File: src/rtl/etpd_pkg.sv
// shared types and constants for the tiled polarity plane decoder
// no dependencies; imported by every module in rtl/
package etpd_pkg;

  localparam int TILE_ROWS         = 16;
  localparam int TILE_HEADER_BYTES = 18;
  localparam int TILE_PAD_BYTES    = 14;

  localparam int CFG_IDX_W  = 3;
  localparam int CFG_DATA_W = 16;

  localparam int QUEUE_DEPTH = 2;

  typedef enum logic [CFG_IDX_W-1:0] {
    REG_UP_CODE       = 3'd0,
    REG_DOWN_CODE     = 3'd1,
    REG_IDLE_CODE     = 3'd2,
    REG_FRAME_ROWS    = 3'd3,
    REG_FRAME_COLS    = 3'd4,
    REG_SENSOR_WIDTH  = 3'd5,
    REG_SENSOR_HEIGHT = 3'd6
  } cfg_reg_t;

  typedef enum logic [1:0] {
    PH_HEADER = 2'd0,
    PH_PLANE  = 2'd1,
    PH_PAD    = 2'd2
  } phase_t;

  typedef struct packed {
    logic [1:0]  up_code;
    logic [1:0]  down_code;
    logic [1:0]  idle_code;
    logic [15:0] frame_rows;
    logic [15:0] frame_cols;
    logic [15:0] sensor_width;
    logic [15:0] sensor_height;
  } cfg_t;

  // one plane byte that produces at least one event
  typedef struct packed {
    logic [39:0] time_us;
    logic [15:0] y;
    logic [13:0] byte_in_row;
    logic [3:0]  pol;
    logic [3:0]  mask;
  } ev_entry_t;

endpackage

File: src/rtl/etpd_front.sv
// front end: tracks the position inside the tiled frame and classifies pixels
// depends on etpd_pkg; feeds etpd_queue with bytes that carry events
module etpd_front
  import etpd_pkg::*;
(
  input  logic        clk,
  input  logic        rst_n,
  input  cfg_t        cfg,
  input  logic        byte_valid,
  output logic        byte_ready,
  input  logic [7:0]  payload_byte,
  input  logic        frame_start,
  input  logic [39:0] frame_time_us,
  output logic        push,
  output ev_entry_t   push_data,
  input  logic        queue_ready
);

  logic        in_frame_r, in_frame_nxt;
  phase_t      phase_r, phase_nxt;
  logic [4:0]  count_r, count_nxt;
  logic [3:0]  row_r, row_nxt;
  logic [13:0] bir_r, bir_nxt;
  logic [11:0] tile_r, tile_nxt;

  // position after a possible frame restart
  logic        in_frame_e;
  phase_t      phase_e;
  logic [4:0]  count_e;
  logic [3:0]  row_e;
  logic [13:0] bir_e;
  logic [11:0] tile_e;

  logic        accept;
  logic [4:0]  count_inc;
  logic [14:0] bir_inc;
  logic [12:0] tile_inc;
  logic [15:0] y_e;
  logic [3:0]  mask;
  logic [3:0]  pol;

  assign byte_ready = queue_ready;
  assign accept     = byte_valid && queue_ready;

  always_comb begin
    if (frame_start) begin
      in_frame_e = 1'b1;
      phase_e    = PH_HEADER;
      count_e    = '0;
      row_e      = '0;
      bir_e      = '0;
      tile_e     = '0;
    end else begin
      in_frame_e = in_frame_r;
      phase_e    = phase_r;
      count_e    = count_r;
      row_e      = row_r;
      bir_e      = bir_r;
      tile_e     = tile_r;
    end
  end

  assign count_inc = count_e + 5'd1;
  assign bir_inc   = {1'b0, bir_e} + 15'd1;
  assign tile_inc  = {1'b0, tile_e} + 13'd1;
  assign y_e       = {tile_e, row_e};

  // per-pixel classification: idle first, then up, then down
  always_comb begin
    logic [1:0]  v;
    logic [15:0] x;
    for (int q = 0; q < 4; q++) begin
      v = payload_byte[2*q +: 2];
      x = {bir_e, 2'(q)};
      pol[q]  = (v == cfg.up_code);
      mask[q] = (v != cfg.idle_code) && ((v == cfg.up_code) || (v == cfg.down_code)) &&
                (x < cfg.sensor_width) && (y_e < cfg.sensor_height);
    end
  end

  always_comb begin
    in_frame_nxt = in_frame_r;
    phase_nxt    = phase_r;
    count_nxt    = count_r;
    row_nxt      = row_r;
    bir_nxt      = bir_r;
    tile_nxt     = tile_r;
    if (accept) begin
      in_frame_nxt = in_frame_e;
      phase_nxt    = phase_e;
      count_nxt    = count_e;
      row_nxt      = row_e;
      bir_nxt      = bir_e;
      tile_nxt     = tile_e;
      if (in_frame_e) begin
        unique case (phase_e)
          PH_HEADER: begin
            count_nxt = count_inc;
            if (count_inc >= 5'(TILE_HEADER_BYTES)) begin
              phase_nxt = PH_PLANE;
              count_nxt = '0;
              row_nxt   = '0;
              bir_nxt   = '0;
            end
          end
          PH_PLANE: begin
            bir_nxt = bir_inc[13:0];
            if (bir_inc >= {1'b0, cfg.frame_cols[15:2]}) begin
              bir_nxt = '0;
              row_nxt = row_e + 4'd1;
              if (row_e == 4'(TILE_ROWS - 1)) begin
                row_nxt   = '0;
                phase_nxt = PH_PAD;
                count_nxt = '0;
              end
            end
          end
          default: begin
            count_nxt = count_inc;
            if (count_inc >= 5'(TILE_PAD_BYTES)) begin
              if (tile_inc >= {1'b0, cfg.frame_rows[15:4]}) begin
                in_frame_nxt = 1'b0;
                tile_nxt     = '0;
              end else begin
                tile_nxt = tile_inc[11:0];
              end
              phase_nxt = PH_HEADER;
              count_nxt = '0;
              row_nxt   = '0;
              bir_nxt   = '0;
            end
          end
        endcase
      end
    end
  end

  always_ff @(posedge clk) begin
    if (!rst_n) begin
      in_frame_r <= 1'b0;
      phase_r    <= PH_HEADER;
      count_r    <= '0;
      row_r      <= '0;
      bir_r      <= '0;
      tile_r     <= '0;
    end else begin
      in_frame_r <= in_frame_nxt;
      phase_r    <= phase_nxt;
      count_r    <= count_nxt;
      row_r      <= row_nxt;
      bir_r      <= bir_nxt;
      tile_r     <= tile_nxt;
    end
  end

  assign push = accept && in_frame_e && (phase_e == PH_PLANE) && (mask != 4'd0);

  always_comb begin
    push_data.time_us     = frame_time_us;
    push_data.y           = y_e;
    push_data.byte_in_row = bir_e;
    push_data.pol         = pol;
    push_data.mask        = mask;
  end

endmodule

File: src/rtl/etpd_queue.sv
// short queue between the front end and the event emitter
// depends on etpd_pkg for the entry type and depth
module etpd_queue
  import etpd_pkg::*;
(
  input  logic      clk,
  input  logic      rst_n,
  input  logic      push,
  input  ev_entry_t push_data,
  output logic      push_ready,
  input  logic      pop,
  output logic      pop_valid,
  output ev_entry_t pop_data
);

  localparam int PTR_W = $clog2(QUEUE_DEPTH);

  ev_entry_t          mem_r [QUEUE_DEPTH];
  logic [PTR_W-1:0]   wr_ptr_r, wr_ptr_nxt;
  logic [PTR_W-1:0]   rd_ptr_r, rd_ptr_nxt;
  logic [PTR_W:0]     cnt_r, cnt_nxt;
  logic               do_push, do_pop;

  assign push_ready = (cnt_r != (PTR_W+1)'(QUEUE_DEPTH));
  assign pop_valid  = (cnt_r != '0);
  assign pop_data   = mem_r[rd_ptr_r];
  assign do_push    = push && push_ready;
  assign do_pop     = pop && pop_valid;

  always_comb begin
    wr_ptr_nxt = wr_ptr_r;
    rd_ptr_nxt = rd_ptr_r;
    cnt_nxt    = cnt_r;
    if (do_push) begin
      wr_ptr_nxt = (wr_ptr_r == PTR_W'(QUEUE_DEPTH - 1)) ? '0 : wr_ptr_r + PTR_W'(1);
    end
    if (do_pop) begin
      rd_ptr_nxt = (rd_ptr_r == PTR_W'(QUEUE_DEPTH - 1)) ? '0 : rd_ptr_r + PTR_W'(1);
    end
    if (do_push && !do_pop) begin
      cnt_nxt = cnt_r + (PTR_W+1)'(1);
    end else if (do_pop && !do_push) begin
      cnt_nxt = cnt_r - (PTR_W+1)'(1);
    end
  end

  always_ff @(posedge clk) begin
    if (!rst_n) begin
      wr_ptr_r <= '0;
      rd_ptr_r <= '0;
      cnt_r    <= '0;
    end else begin
      wr_ptr_r <= wr_ptr_nxt;
      rd_ptr_r <= rd_ptr_nxt;
      cnt_r    <= cnt_nxt;
    end
  end

  always_ff @(posedge clk) begin
    if (do_push) begin
      mem_r[wr_ptr_r] <= push_data;
    end
  end

endmodule

File: src/rtl/etpd_back.sv
// back end: expands one queued byte into its events, one per cycle while the output is not stalled
// depends on etpd_pkg; drives the registered result stream
module etpd_back
  import etpd_pkg::*;
(
  input  logic        clk,
  input  logic        rst_n,
  input  logic        q_valid,
  input  ev_entry_t   q_data,
  output logic        q_pop,
  output logic        out_valid,
  input  logic        out_ready,
  output logic [15:0] out_x,
  output logic [15:0] out_y,
  output logic        out_pol,
  output logic [39:0] out_time,
  output logic        out_last
);

  logic        cur_valid_r, cur_valid_nxt;
  ev_entry_t   cur_r;
  logic [3:0]  mask_r;
  logic [3:0]  mask_left;
  logic [1:0]  sel;
  logic        out_free, issue, done, take;

  logic        ov_r;
  logic [15:0] ox_r, oy_r;
  logic        opol_r, olast_r;
  logic [39:0] otime_r;

  // lowest remaining pixel goes first
  always_comb begin
    priority if (mask_r[0]) sel = 2'd0;
    else if (mask_r[1])     sel = 2'd1;
    else if (mask_r[2])     sel = 2'd2;
    else                    sel = 2'd3;
  end

  assign mask_left = mask_r & ~(4'd1 << sel);
  assign out_free  = !ov_r || out_ready;
  assign issue     = cur_valid_r && out_free;
  assign done      = issue && (mask_left == 4'd0);
  assign take      = q_valid && (!cur_valid_r || done);
  assign q_pop     = take;

  always_comb begin
    cur_valid_nxt = cur_valid_r;
    if (take) begin
      cur_valid_nxt = 1'b1;
    end else if (done) begin
      cur_valid_nxt = 1'b0;
    end
  end

  always_ff @(posedge clk) begin
    if (!rst_n) begin
      cur_valid_r <= 1'b0;
      ov_r        <= 1'b0;
    end else begin
      cur_valid_r <= cur_valid_nxt;
      if (issue) begin
        ov_r <= 1'b1;
      end else if (out_ready) begin
        ov_r <= 1'b0;
      end
    end
  end

  always_ff @(posedge clk) begin
    if (take) begin
      cur_r  <= q_data;
      mask_r <= q_data.mask;
    end else if (issue) begin
      mask_r <= mask_left;
    end
    if (issue) begin
      ox_r    <= {cur_r.byte_in_row, sel};
      oy_r    <= cur_r.y;
      opol_r  <= cur_r.pol[sel];
      otime_r <= cur_r.time_us;
      olast_r <= (mask_left == 4'd0);
    end
  end

  assign out_valid = ov_r;
  assign out_x     = ox_r;
  assign out_y     = oy_r;
  assign out_pol   = opol_r;
  assign out_time  = otime_r;
  assign out_last  = olast_r;

endmodule

File: src/rtl/evs_tiled_polarity_plane_decoder.sv
// Decodes a tiled 2-bit polarity plane, one payload byte per transfer, into
// single pixel events. A byte with in_tuser set opens a frame; each tile is
// 18 header bytes, 16 rows of frame_cols/4 plane bytes and 14 pad bytes.
// A plane byte with n events yields n events, one at a time through the
// one-event output register of the emitter. A two-entry queue sits between
// the position tracker and the emitter, so input keeps flowing while results
// wait, as long as the queue has room. Registers may be written only while idle.
module evs_tiled_polarity_plane_decoder
  import etpd_pkg::*;
(
  input  logic                  clk,
  input  logic                  rst_n,
  input  logic                  in_tvalid,
  output logic                  in_tready,
  input  logic [47:0]           in_tdata,   // payload_byte[7:0], frame_time_us[47:8]
  input  logic                  in_tuser,   // frame_start
  output logic                  out_tvalid,
  input  logic                  out_tready,
  output logic [71:0]           out_tdata,  // event_x[15:0], event_y[31:16], event_time[71:32]
  output logic                  out_tuser,  // event_polarity
  output logic                  out_tlast,  // last_of_byte
  input  logic                  cfg_valid,
  output logic                  cfg_ready,
  input  logic [CFG_IDX_W-1:0]  cfg_index,
  input  logic [CFG_DATA_W-1:0] cfg_data
);

  cfg_t        cfg_r;
  logic        push, queue_ready, q_valid, q_pop;
  ev_entry_t   push_data, q_data;
  logic [15:0] ev_x, ev_y;
  logic [39:0] ev_time;

  assign cfg_ready = 1'b1;

  always_ff @(posedge clk) begin
    if (!rst_n) begin
      cfg_r.up_code       <= 2'd1;
      cfg_r.down_code     <= 2'd2;
      cfg_r.idle_code     <= 2'd0;
      cfg_r.frame_rows    <= 16'd16;
      cfg_r.frame_cols    <= 16'd4;
      cfg_r.sensor_width  <= 16'hFFFF;
      cfg_r.sensor_height <= 16'hFFFF;
    end else if (cfg_valid) begin
      case (cfg_reg_t'(cfg_index))
        REG_UP_CODE:       cfg_r.up_code       <= cfg_data[1:0];
        REG_DOWN_CODE:     cfg_r.down_code     <= cfg_data[1:0];
        REG_IDLE_CODE:     cfg_r.idle_code     <= cfg_data[1:0];
        REG_FRAME_ROWS:    cfg_r.frame_rows    <= cfg_data;
        REG_FRAME_COLS:    cfg_r.frame_cols    <= cfg_data;
        REG_SENSOR_WIDTH:  cfg_r.sensor_width  <= cfg_data;
        REG_SENSOR_HEIGHT: cfg_r.sensor_height <= cfg_data;
        default: ;
      endcase
    end
  end

  etpd_front u_front (
    .clk           (clk),
    .rst_n         (rst_n),
    .cfg           (cfg_r),
    .byte_valid    (in_tvalid),
    .byte_ready    (in_tready),
    .payload_byte  (in_tdata[7:0]),
    .frame_start   (in_tuser),
    .frame_time_us (in_tdata[47:8]),
    .push          (push),
    .push_data     (push_data),
    .queue_ready   (queue_ready)
  );

  etpd_queue u_queue (
    .clk        (clk),
    .rst_n      (rst_n),
    .push       (push),
    .push_data  (push_data),
    .push_ready (queue_ready),
    .pop        (q_pop),
    .pop_valid  (q_valid),
    .pop_data   (q_data)
  );

  etpd_back u_back (
    .clk       (clk),
    .rst_n     (rst_n),
    .q_valid   (q_valid),
    .q_data    (q_data),
    .q_pop     (q_pop),
    .out_valid (out_tvalid),
    .out_ready (out_tready),
    .out_x     (ev_x),
    .out_y     (ev_y),
    .out_pol   (out_tuser),
    .out_time  (ev_time),
    .out_last  (out_tlast)
  );

  assign out_tdata = {ev_time, ev_y, ev_x};

endmodule
File: config.mk
export PLATFORM = sky130hd
export DESIGN_NAME = evs_tiled_polarity_plane_decoder
export DESIGN_NICKNAME = d
export VERILOG_FILES = /design/src/rtl/etpd_pkg.sv /design/src/rtl/etpd_front.sv /design/src/rtl/etpd_queue.sv /design/src/rtl/etpd_back.sv /design/src/rtl/evs_tiled_polarity_plane_decoder.sv
export SDC_FILE = /design/constraint.sdc
export NUM_CORES = 1
export LEC_CHECK = 0
export ABC_CLOCK_PERIOD_IN_PS = 23300
export BUFFER_PORTS_ARGS = -buffer_cell sky130_fd_sc_hd__buf_2
export CAP_MARGIN = 15
export CORE_ASPECT_RATIO = 0.6
export CORE_MARGIN = 4
export CORE_UTILIZATION = 60
export DETAILED_ROUTE_END_ITERATION = 8
export PLACE_DENSITY = 0.8
export SLEW_MARGIN = 15
export SYNTH_ARGS = -nofsm -noshare
export SYNTH_HDL_FRONTEND = slang
export SYNTH_SLANG_ARGS = --single-unit
File: constraint.sdc
create_clock -name clk -period 23.3 [get_ports clk]
set_input_delay 3.495 -clock clk [delete_from_list [all_inputs] [get_ports clk]]
set_output_delay 3.495 -clock clk [all_outputs]
set_load 0.03 [all_outputs]
==> results of run 1 <==
worst max-delay path: stages:
cell	delay, ns
buf_2	0.09
buf_4	0.56
nand2b_1	0.27
inv_1	0.11
ha_1	0.30
a21oi_1	0.15
o21ai_0	0.18
a211oi_1	0.32
o311a_1	0.25
nand2_1	0.16
a211oi_1	0.44
nor2b_4	0.77
buf_4	0.75
worst max path at each step:
stage	slack (ns)	endpoint	depth (start not counted)
2_1_floorplan	13.04	u_queue.mem_r[0][0]	14
3_3_place_gp	15.22	u_queue.mem_r[0][12]	13
3_5_place_dp	15.06	u_queue.mem_r[0][12]	13
4_1_cts	15.60	u_queue.mem_r[0][18]	13
5_1_grt	15.28	u_queue.mem_r[0][18]	13
6_report	15.49	u_queue.mem_r[0][19]	13
flip-flops by register name, summed over array words and instances (netlist names), 2 cells and up, named ones only:
name / flops
u_queue.cnt_r: 2
u_back.out_x: 16
u_front.bir_r: 14
u_front.phase_r: 2
u_back.out_time: 40
u_front.count_r: 5
cfg_r: 64
u_front.tile_r: 12
u_back.out_y: 16
u_front.row_r: 4
u_queue.mem_r: 156
u_back.mask_r: 4
u_back.cur_r: 74
synth_stat cells, types with 15 or more instances:
library cell  count  area [µm²]
xor2_1           40       350.3
dfxtp_1         109        2182
clkbuf_1         36       135.1
a21oi_1          57       285.3
edfxtp_1        308        9249
nand2_1         143       536.8
nor2b_1          34       212.7
o211ai_1         32       240.2
xnor2_1          15       131.4
nand2b_1         16       100.1
inv_1            72       270.3
mux2_2           74       833.3
nand3_1          27       135.1
nor2_1           68       255.2
o21ai_0          35       175.2
ha_1             58       725.7
cell type report:
class                           instances  area (µm²)
Tap cell                              367       459.2
Sequential cell                       417       11430
Clock inverter                         12       153.9
Timing Repair Buffer                  164       860.8
Clock buffer                           58        1099
Multi-Input combinational cell        776        5361
Inverter                               72       271.5
Fill cell                            1927        8352
stage by stage:
step           total power (W)  hold slack [ns]
6_report              0.001471           0.4161
5_1_grt               0.001523           0.4246
4_1_cts               0.001480           0.4181
3_5_place_dp         0.0008594           0.4045
3_3_place_gp         0.0008577           0.4003
2_1_floorplan        0.0008378           0.4003
layer usage:
metal,vias to the layer above,global-route usage
li1,5125,-
met1,5376,0.3540
met2,409,0.3570
met3,80,0.05199
met4,2,0.05982
met5,-,0
cells by family after synthesis:
family | synth area share
flops | 0.6607
mux | 0.05337
xor+xnor | 0.02784
compound gates | 0.08244
simple gates | 0.1012
fa+ha+maj | 0.04368
other cells | 0.0002167
buf+inv | 0.03059
report_power, final:
part           internal, W  switching, W  leakage (nW)  total (W)
Sequential        0.000793    0.00000256          3.39   0.000796
Clock             0.000362      0.000264         0.606   0.000626
Combinational    0.0000160     0.0000334          2.86  0.0000494
==> results.cfg, run 1 <==
[placed_design]
post-place-ws_ns = 15.06
dp_hpwl_um = 25190
placed_cells = 1796
gp_congestion = 0.8951
place_area_um2 = 18390
portBuffers = 148

[cts]
worstSkewPairLatency_ns = 0.54
cts_tree = yes
cts.htree.levels = 2
numCtsBuffers = 39
root_buffer = clkbuf_16
numClockSinks = 417
ctsHoldBuffers = 0
path_clk_slew_ns = 0.06
cts_resized = 0
cts_setup_buffers = 0
clockBufferDepth = 3

[timing]
fmax_mhz = 128.1
relSlewSlack = 0.2584
tightestPinTransition_ns = 1.106
fin_setup_tns_ns = 0
rsz0062_at_grt = no
fin_worst_skew_ns = 0.02522
layout_setup_ws_ns = 15.49
slew_viol_final = 0
finalSetupViolations = 0
hold_viol_final = 0
fin_crit_sh = 0.3350
fin_crit_ns = 7.806

[synthesis]
synth-edff-count = 308
synth_area_per_cell_um2 = 13.05
async_reset_ff_frac = 0
ys_types = 71
syn_inst = 1326
synth-seq-area-share = 0.6607
synth_seq_cells = 417
syn-num-nets = 1457
yosysWarnings = 0
ys.flop_type = edfxtp_1
synthesis.area_um2 = 17300

[critical_path]
crit_path_end_kind = flip-flop
rrSetupSlack_ns = 18.69
required_ns = 23.45
r2r-start = u_front.tile_r[7]
crit_type = input port to flip-flop
r2r_cells = 10
cp-startpoint = in_tuser
worst_setup_path_start_kind = input port
reg2reg_to = u_queue.mem_r[0][19]
arrival_ns = 7.96
crit_fanout = 68

[detailed_routing]
highest_layer = met5
drc = 0
viasPerCell = 5.891
routed_wl_um = 37730
vias = 10990
ant_nets = 0
wl_met3_um = 3119
drtIter0Drc = 959
drtPass1Iterations = 5
met1_length_um = 16790
wl_per_cell_um = 20.22
wl_met2_um = 16990

[final_layout]
fin_cells = 1866
final_nets = 1601
syn_to_final_growth_pct = 13.52
most-common-layout-cells = edfxtp_1 (308), buf_2 (148), nand2_1 (143), dfxtp_1 (108), mux2_2 (74)
diodes = 0
fin_area_um2 = 19640
post-route-util = 0.7016
drive_gt1_frac = 0.2095
layout_commonest_cell = edfxtp_1

[floorplan]
die_h_um = 139.5
pin_count = 150
core_um2 = 27990
die_x_um = 227.2
rows = 47
start_util = 0.6181
dieArea_um2 = 31710

[global_routing]
grt_pass1_vias = 10660
grt_use_total = 0.2366
grt_max_degree = 71
antenna_found_initial = 2
grt_pass1_wl_um = 58870
overflow = 0

[power_and_ir_drop]
p_leak_nw = 6.856
cellPowerDensity_nw_per_um2 = 74.91
vdd_drop_max_v = 0.00005546

[job]
max_cap_violations = 0

[worst_hold_path]
hold-path-endpoint = u_back.out_x[15]
hold_path_startpoint = u_back.cur_r[21]
min_path_cells = 0
hold_class = flip-flop to flip-flop

[outcome]
status = finished, final reports clean
(Power assumes the default switching activity.)
==> run 2, diff against run 1 <==
--- a/config.mk
+++ b/config.mk
@@ -5,14 +5,14 @@
 export SDC_FILE = /design/constraint.sdc
 export NUM_CORES = 1
 export LEC_CHECK = 0
-export ABC_CLOCK_PERIOD_IN_PS = 23300
+export ABC_CLOCK_PERIOD_IN_PS = 7100
 export BUFFER_PORTS_ARGS = -buffer_cell sky130_fd_sc_hd__buf_2
 export CAP_MARGIN = 15
 export CORE_ASPECT_RATIO = 0.6
 export CORE_MARGIN = 4
-export CORE_UTILIZATION = 60
+export CORE_UTILIZATION = 54
 export DETAILED_ROUTE_END_ITERATION = 8
-export PLACE_DENSITY = 0.8
+export PLACE_DENSITY = 0.76
 export SLEW_MARGIN = 15
 export SYNTH_ARGS = -nofsm -noshare
 export SYNTH_HDL_FRONTEND = slang
==> constraint.sdc (replaced) <==
create_clock -name clk -period 7.1 [get_ports clk]
set_input_delay 1.065 -clock clk [delete_from_list [all_inputs] [get_ports clk]]
set_output_delay 1.065 -clock clk [all_outputs]
set_load 0.03 [all_outputs]
==> run 2 against run 1 <==
Against the previous run: clock power rose to 3.2 times the previous value; sequential power rose to 3.3 times the previous value; register-to-register slack got worse by 16 ns; cell area rose by 0.24%; sequential share of layout area fell by 0.14 points; core utilization fell by 7.5 points; die area rose by 11%; hold slack got worse by 0.0024 ns; global-route usage fell by 2.3 points.
==> results.cfg, run 2 (synthesized netlist as in run 1, its figures left out) <==
[placed_design]
portBuffers = 148
place_area_um2 = 18460
gp_congestion = 0.8817
dp_hpwl_um = 25460

[cts]
path_clk_slew_ns = 0.07
cts_setup_buffers = 0
worstSkewPairLatency_ns = 0.53
cts.htree.levels = 2
ctsHoldBuffers = 0
cts_tree = yes
numClockSinks = 417
cts_resized = 0
root_buffer = clkbuf_16
clockBufferDepth = 3
numCtsBuffers = 38

[detailed_routing]
ant_nets = 0
drc = 0
viasPerCell = 5.650
drtIter0Drc = 1114
drtPass1Iterations = 7
wl_per_cell_um = 19.74
vias = 10800
routed_wl_um = 37750

[critical_path]
crit_type = input port to flip-flop
crit_fanout = 37
arrival_ns = 4.93
crit_path_end_kind = flip-flop
worst_setup_path_start_kind = input port
required_ns = 7.30

[job]
max_cap_violations = 0

[global_routing]
grt_max_degree = 79
grt_use_total = 0.2140
overflow = 0
grt_pass1_wl_um = 59130
grt_pass1_vias = 10450
antenna_found_initial = 0

[timing]
hold_slack_ns = 0.4137
tightestPinTransition_ns = 1.113
finalSetupViolations = 0
hold_viol_final = 0
rsz0062_at_grt = no
fin_worst_skew_ns = 0.01020
slew_viol_final = 0
fin_setup_tns_ns = 0
relSlewSlack = 0.2541
fin_crit_ns = 4.724
fin_crit_sh = 0.6653
fmax_mhz = 211.7

[power_and_ir_drop]
p_sw_w = 0.0009798
power_frac_comb = 0.033
seqPwrFrac = 0.545
pwr-share-clk = 0.422
vdd_drop_max_v = 0.0002399
cellPowerDensity_nw_per_um2 = 243.2
swShare = 0.2047
p_leak_nw = 6.866
p_int_w = 0.003808
p_total_w = 0.004788

[final_layout]
syn_to_final_growth_pct = 13.78
top_regs = u_queue.mem_r x156, u_back.cur_r x74, cfg_r x64
top_register = u_queue.mem_r
diodes = 0
final_nets = 1600
fin_area_um2 = 19690
most-common-layout-cells = edfxtp_1 (308), buf_2 (148), nand2_1 (143), dfxtp_1 (108), mux2_2 (74)
drive_gt1_frac = 0.2126
largest_reg_flops = 156
nFillCells = 2406
layout_commonest_cell = edfxtp_1

[outcome]
status = finished, final reports clean

[floorplan]
start_util = 0.5509
die_h_um = 146.7
pin_count = 150
core_um2 = 31410
rows = 50
dieArea_um2 = 35060
die_x_um = 239.1

[worst_hold_path]
hold_class = flip-flop to flip-flop
==> run 2: cell count changes in the layout (fill, tap and decap cells not counted), moves of 2 or more <==
cell | previous run | this run
clkbuf_1 | 15 | 6
clkinv_2 | 4 | 8
clkbuf_8 | 3 | 5
clkinv_1 | 2 | 4
==> run 2: critical path, cell delays in order <==
cell and delay [ns]:
buf_2 0.43, buf_4 0.36, nand2b_1 0.23, inv_1 0.12, ha_1 0.30, a21oi_1 0.12
o21ai_0 0.15, a211oi_1 0.28, o311a_1 0.22, nand2_1 0.15, a211oi_1 0.39, and2_4 0.61
buf_4 0.43
==> run 2: metrics by stage <==
| step | utilization | setup slack, ns | instances |
|---|---|---|---|
| 2_1_floorplan | - | 0.7579 | 1326 |
| 3_5_place_dp | 0.5877 | 1.693 | 1845 |
| 5_1_grt | 0.6269 | 2.057 | 1912 |
| 6_report | 0.6269 | 2.376 | 1912 |
| 4_1_cts | 0.6267 | 2.240 | 1912 |
| 3_3_place_gp | 0.5877 | 1.894 | 1845 |
==> run 2: routing by layer <==
metal  part of all wire  wire [µm]  global-route usage  vias to the layer above
met3              0.092       3488             0.05380                       50
met4              0.013        503             0.03827                        0
met2               0.44      16510              0.3129                      401
met1               0.46      17250              0.3294                     5235
li1                   -          -                   -                     5116
met5                  0          0                   0                        -
==> run 2: power groups by stage <==
stage	clock (W)	sequential, W	combinational, W
floorplan	0	0.00266	0.0000892
detailed placement	0	0.00266	0.000152
global placement	0	0.00266	0.000147
CTS	0.00206	0.00261	0.000153
global route	0.00217	0.00261	0.000172
finish	0.00202	0.00261	0.000157
==> run 2: worst paths after layout <==
path,endpoint,depth (start not counted),startpoint,slack (ns)
hold reg to reg,u_back.out_y[0],0,u_back.cur_r[22],0.41
hold / removal,u_back.out_y[0],0,u_back.cur_r[22],0.41
setup reg to reg,u_front.bir_r[0],13,u_front.bir_r[0],2.80
setup / recovery,u_queue.mem_r[1][74],13,in_tuser,2.38
==> run 2: final cells by class <==
| cell class | instances | area, µm² | share of cell area |
|---|---|---|---|
| flip-flops and latches | 417 | 11430 | 0.5808 |
| inverters | 72 | 271.5 | 0.01379 |
| well taps | 416 | 520.5 | 0.02644 |
| clock buffers | 51 | 1092 | 0.05549 |
| repair buffers | 164 | 873.3 | 0.04436 |
| multi-input cells | 776 | 5360 | 0.2723 |
| clock inverters | 16 | 133.9 | 0.006801 |
